### config.mk
export PLATFORM = sky130hd
export DESIGN_NAME = tks_cell
export DESIGN_NICKNAME = d
export VERILOG_FILES = /design/src/design/top_k_score_selector_defines.svh /design/src/design/tks_pkg.sv /design/src/design/tks_cell.sv
export SDC_FILE = /design/constraint.sdc
export NUM_CORES = 1
export LEC_CHECK = 0
export CAP_MARGIN = 0
export CORE_ASPECT_RATIO = 1.4
export CORE_MARGIN = 5
export CORE_UTILIZATION = 30
export DETAILED_ROUTE_END_ITERATION = 16
export DONT_BUFFER_PORTS = 1
export REMOVE_ABC_BUFFERS = 1
export SYNTH_ARGS = -nofsm -noshare
export SYNTH_HDL_FRONTEND = slang
export SYNTH_SLANG_ARGS = --single-unit
### constraint.sdc
create_clock -name aclk -period 4.05 [get_ports aclk]
set_input_delay 0.81 -clock aclk [delete_from_list [all_inputs] [get_ports aclk]]
set_output_delay 0.81 -clock aclk [all_outputs]
set_load 0.02 [all_outputs]
### src/design/top_k_score_selector_defines.svh
// ---------------------------------------------------------------------------
// top_k_score_selector_defines.svh
// Assertion macros shared by the selector's RTL files.
// ---------------------------------------------------------------------------
`ifndef TOP_K_SCORE_SELECTOR_DEFINES_SVH
`define TOP_K_SCORE_SELECTOR_DEFINES_SVH

// Check a same-cycle implication on aclk, held off while aresetn is low.
`define TKS_ASSERT_NOW(label, ante, cons, msg) \
    label: assert property (@(posedge aclk) disable iff (!aresetn) \
        (ante) |-> (cons)) else $error(msg);

// Check a next-cycle implication on aclk, held off while aresetn is low.
`define TKS_ASSERT_NEXT(label, ante, cons, msg) \
    label: assert property (@(posedge aclk) disable iff (!aresetn) \
        (ante) |=> (cons)) else $error(msg);

`endif

### src/design/tks_pkg.sv
// ---------------------------------------------------------------------------
// tks_pkg
// Types and fixed constants of the top-k score selector.
// ---------------------------------------------------------------------------
package tks_pkg;

    localparam int SCORE_BITS = 32;
    localparam int WORD_BITS  = 20;
    localparam int RANK_BITS  = 6;
    localparam int ADDR_BITS  = 4;
    localparam int DATA_BITS  = 32;

    // Register indexes (byte address / 4)
    localparam logic [1:0] REG_EXCL_FIRST  = 2'd0;
    localparam logic [1:0] REG_EXCL_SECOND = 2'd1;
    localparam logic [1:0] REG_EXCL_THIRD  = 2'd2;

    typedef logic signed [SCORE_BITS-1:0] score_t;
    typedef logic [WORD_BITS-1:0]         word_t;
    typedef logic [RANK_BITS-1:0]         rank_t;

    typedef struct packed {
        score_t score;
        word_t  word_index;
        logic   final_item;
    } in_word_t;

    typedef struct packed {
        rank_t  rank;
        score_t best_score;
        word_t  best_index;
        logic   filled;
        logic   last_of_list;
    } out_word_t;

    // Per-cycle command broadcast to every cell of the chain
    typedef struct packed {
        logic insert;    // place candidate, push lower entries down
        logic shift_up;  // move every entry one rank up, zero enters at bottom
    } cell_ctrl_t;

endpackage

### src/design/tks_cell.sv
// ---------------------------------------------------------------------------
// tks_cell
// One rank of the list: holds an entry, compares it with the candidate and
// trades entries with its neighbors.
// ---------------------------------------------------------------------------
module tks_cell
    import tks_pkg::*;
#(
    parameter int IDX_W = 20
) (
    input  logic             aclk,
    input  logic             aresetn,
    input  cell_ctrl_t       ctrl,
    input  score_t           cand_score,
    input  logic [IDX_W-1:0] cand_index,
    input  score_t           up_score,
    input  logic [IDX_W-1:0] up_index,
    input  logic             up_filled,
    input  logic             up_gt,
    input  score_t           dn_score,
    input  logic [IDX_W-1:0] dn_index,
    input  logic             dn_filled,
    output score_t           score,
    output logic [IDX_W-1:0] index,
    output logic             filled,
    output logic             gt
);

    score_t           score_reg,  score_next;
    logic [IDX_W-1:0] index_reg,  index_next;
    logic             filled_reg, filled_next;

    // Empty ranks hold zero, so only positive candidates ever win a compare
    assign gt = cand_score > score_reg;

    always_comb begin
        score_next  = score_reg;
        index_next  = index_reg;
        filled_next = filled_reg;
        if (ctrl.shift_up) begin
            score_next  = dn_score;
            index_next  = dn_index;
            filled_next = dn_filled;
        end else if (ctrl.insert) begin
            if (up_gt) begin
                score_next  = up_score;
                index_next  = up_index;
                filled_next = up_filled;
            end else if (gt) begin
                score_next  = cand_score;
                index_next  = cand_index;
                filled_next = 1'b1;
            end
        end
    end

    always_ff @(posedge aclk) begin
        if (!aresetn) begin
            score_reg  <= '0;
            index_reg  <= '0;
            filled_reg <= 1'b0;
        end else begin
            score_reg  <= score_next;
            index_reg  <= index_next;
            filled_reg <= filled_next;
        end
    end

    assign score  = score_reg;
    assign index  = index_reg;
    assign filled = filled_reg;

endmodule

==> results by group <==
Run status
  – Status: complete, no violations

Power
  – Peak supply drop: 0.170 mV
  – P_int: 1.04 mW
  – Static leakage: 1.76 nW
  – Clock Power Share: 31.6%
  – Gate power share: 22.4%
  – Reg power frac: 46.0%
  – Sw Ratio: 32.6%
  – Pwr/cell area: 364 nW/um^2
  – Net switching power: 0.502 mW

Finish
  – Ratio of cells with drive above 1 in the final layout: 3.73%
  – Max reg flops: 32
  – Antenna fix cells: 0
  – Synth-to-Final Area Change: 5.59%
  – Nets: 651
  – Non-Filler Instances: 638
  – Fill count: 1437

Critical path
  – CP Max Fanout: 4
  – Reg2Reg Setup Slack: 0.96 ns
  – Worst EP required: 3.24 ns
  – Critical path endpoint: gt
  – Crit end category: output pin
  – Critical Path AT: 2.74 ns
  – Crit Reg-Reg Startpoint: score[31]
  – R2R depth: 10
  – Critical path launch point type: register
  – Setup crit start: score[10]
  – Worst R2R End: index[17]
  – Setup CP Type: reg -> out

CTS
  – CTS tree: done
  – Clk Latency, worst-skew pair: 0.29 ns
  – Clk sinks: 53
  – CTS clk-pin slew, worst paths: 0.07 ns
  – H-tree depth: 2
  – CTS max path bufs: 2
  – Hold buffers post-CTS: 0
  – Post-CTS sizing: 0
  – Root Driver: clkbuf_16
  – Postcts setup bufs: 0
  – Num CTS Buffers: 5

GRT
  – Initial antenna violation count: 0
  – GRT Overall Usage: 13.2%
  – Largest net degree at the start of global routing: 107
  – Global-route wire length before repair: 17200 um
  – Vias in the first global route: 3434
  – Gr ovfl total: 0

STA
  – F_max: 281 MHz
  – Unrepaired setup endpoints after global routing: false
  – Fin worst setup slack: 0.496 ns
  – Least-Margin Pin Slew: 0.550 ns
  – TNS Setup: 0 ns
  – Max Transition Viols Final: 0
  – Fin crit period: 3.55 ns
  – Clock Skews: 0.00491 ns
  – Final hold vios: 0
  – Fin crit share: 87.8%
  – Max-slew headroom: 63.3%
  – Endpoints failing setup: 0

Detailed routing
  – DR vias/cell: 5.21
  – Detailed Route Iter0 Violations: 146
  – # DRC: 0
  – Post-Route WL: 10700 um
  – DR pass1 iterations: 4
  – Vias: 3326
  – Drt wl/cell: 16.8 um
  – ANT nets after route: 0

Logic synthesis
  – Synth top cells by count: nand2_1, mux2i_1, dfxtp_1, o211ai_1, inv_1
  – Main synth FF type: dfxtp_1
  – Synth cell types: 31
  – Synth area leader: dfxtp_1
  – Avg Cell Area, Syn: 8.37 sq um
  – Synth Warn #: 0
  – Top post-synthesis cells by area: dfxtp_1, mux2i_1, nand2_1
  – Post-synth top area share: 26.5%
  – Ys async rst share: 0%
  – Seq/Total Area, Yosys: 26.5%
  – FF+latch count, synth: 53
  – Synth Cell Area: 4010 sq um
  – Count of flip-flops with a built-in enable after synthesis: 0
  – Post-Synthesis Cells: 479
  – Most frequent cell after synthesis: nand2_1

Floorplanning
  – Rows: 50
  – Height of the die: 147 um
  – Die width: 108 um
  – Core area: 13300 sq um
  – Die Area: 15800 sq um
  – Initial core utilization: 30.2%
  – I/O pin total: 217

Placed design
  – Port-buffer cells: 0
  – Post-DP HPWL: 8410 um
  – Placed Cells: 631
  – Final RePlAce weighted congestion: 0.727
  – Pre-CTS setup slack: 0.569 ns

Min path
  – Hold Path Class: reg -> reg

Job
  – Max_cap viols: 0
-- cells by family (layout without fill, tap and decap cells) --
logic type | count (synthesis) | after routing | share of synthesized area [%]
AOI/OAI and AO/OA | 83 | 83 | 14.5
adders and majority gates | 32 | 32 | 9.99
buffers and inverters | 72 | 49 | 8.96
DFF | 53 | 53 | 26.5
muxes | 104 | 104 | 26.0
and+or+nand+nor | 135 | 135 | 14.1
-- layout by cell type, fill, tap and decap left out, types with 4 or more instances in the layout --
cell type / instances
nand4_1: 5
clkbuf_16: 5
ha_1: 32
buf_4: 4
mux2i_1: 104
nand2_1: 116
nand3_1: 5
a21oi_1: 15
o211ai_1: 53
dfxtp_1: 53
inv_1: 36
o21ai_0: 6
-- worst max-delay path: stages (launching register included) --
cell	delay (ns)
dfxtp_1	0.47
inv_1	0.09
ha_1	0.34
nand4_1	0.12
nor4_1	0.46
o21ai_0	0.20
o211a_1	0.20
o21ba_2	0.21
o21ai_0	0.14
a21oi_1	0.06
buf_4	0.17
-- through the flow --
stage	power, mW	util (%)	instance area (sq um)	hold WS (ns)
6_report	1.54	31.9	4230	0.569
3_3_place_gp	1.06	30.7	4070	0.551
3_5_place_dp	1.07	30.7	4070	0.556
2_1_floorplan	0.990	-	3790	0.535
5_1_grt	1.64	31.9	4230	0.592
4_1_cts	1.58	31.9	4230	0.570
-- cell type report --
class / instances / area (sq um) / share of cell area [%]
clock inverter: 2 / 35.0 / 0.828
sequential: 53 / 1060 / 25.1
timing repair buffer: 5 / 50.0 / 1.18
clock buffer: 5 / 125 / 2.96
multi-input combinational: 354 / 2590 / 61.3
tap: 182 / 228 / 5.38
inverter: 37 / 139 / 3.28
-- how the worst min path moves through the flow --
stage / startpoint / end / slack [ns] / cells after the start
after global routing: index[8] / index[8] / 0.59 / 2
after CTS: index[11] / index[11] / 0.57 / 2
final: index[0] / index[0] / 0.57 / 2
after floorplan: filled / filled / 0.54 / 2
after detailed placement: filled / filled / 0.56 / 2
after global placement: filled / filled / 0.55 / 2
-- per-layer routing --
| metal | vias to the layer above | routed length [um] | part of all wire, % | global-route usage (%) |
|---|---|---|---|---|
| met5 | - | 0 | 0 | 0 |
| li1 | 1635 | - | - | - |
| met2 | 134 | 5630 | 52 | 24.1 |
| met3 | 6 | 960 | 8.9 | 4.09 |
| met4 | 0 | 97 | 0.90 | 3.03 |
| met1 | 1551 | 4040 | 38 | 14.7 |
-- power groups by stage --
stage | Clock [mW] | Combinational (mW) | Sequential, mW
3_5_place_dp | 0 | 0.351 | 0.723
2_1_floorplan | 0 | 0.288 | 0.701
5_1_grt | 0.527 | 0.399 | 0.717
6_report | 0.486 | 0.345 | 0.708
4_1_cts | 0.516 | 0.352 | 0.711
3_3_place_gp | 0 | 0.339 | 0.721
No activity file was read; power rests on OpenSTA's default activity.
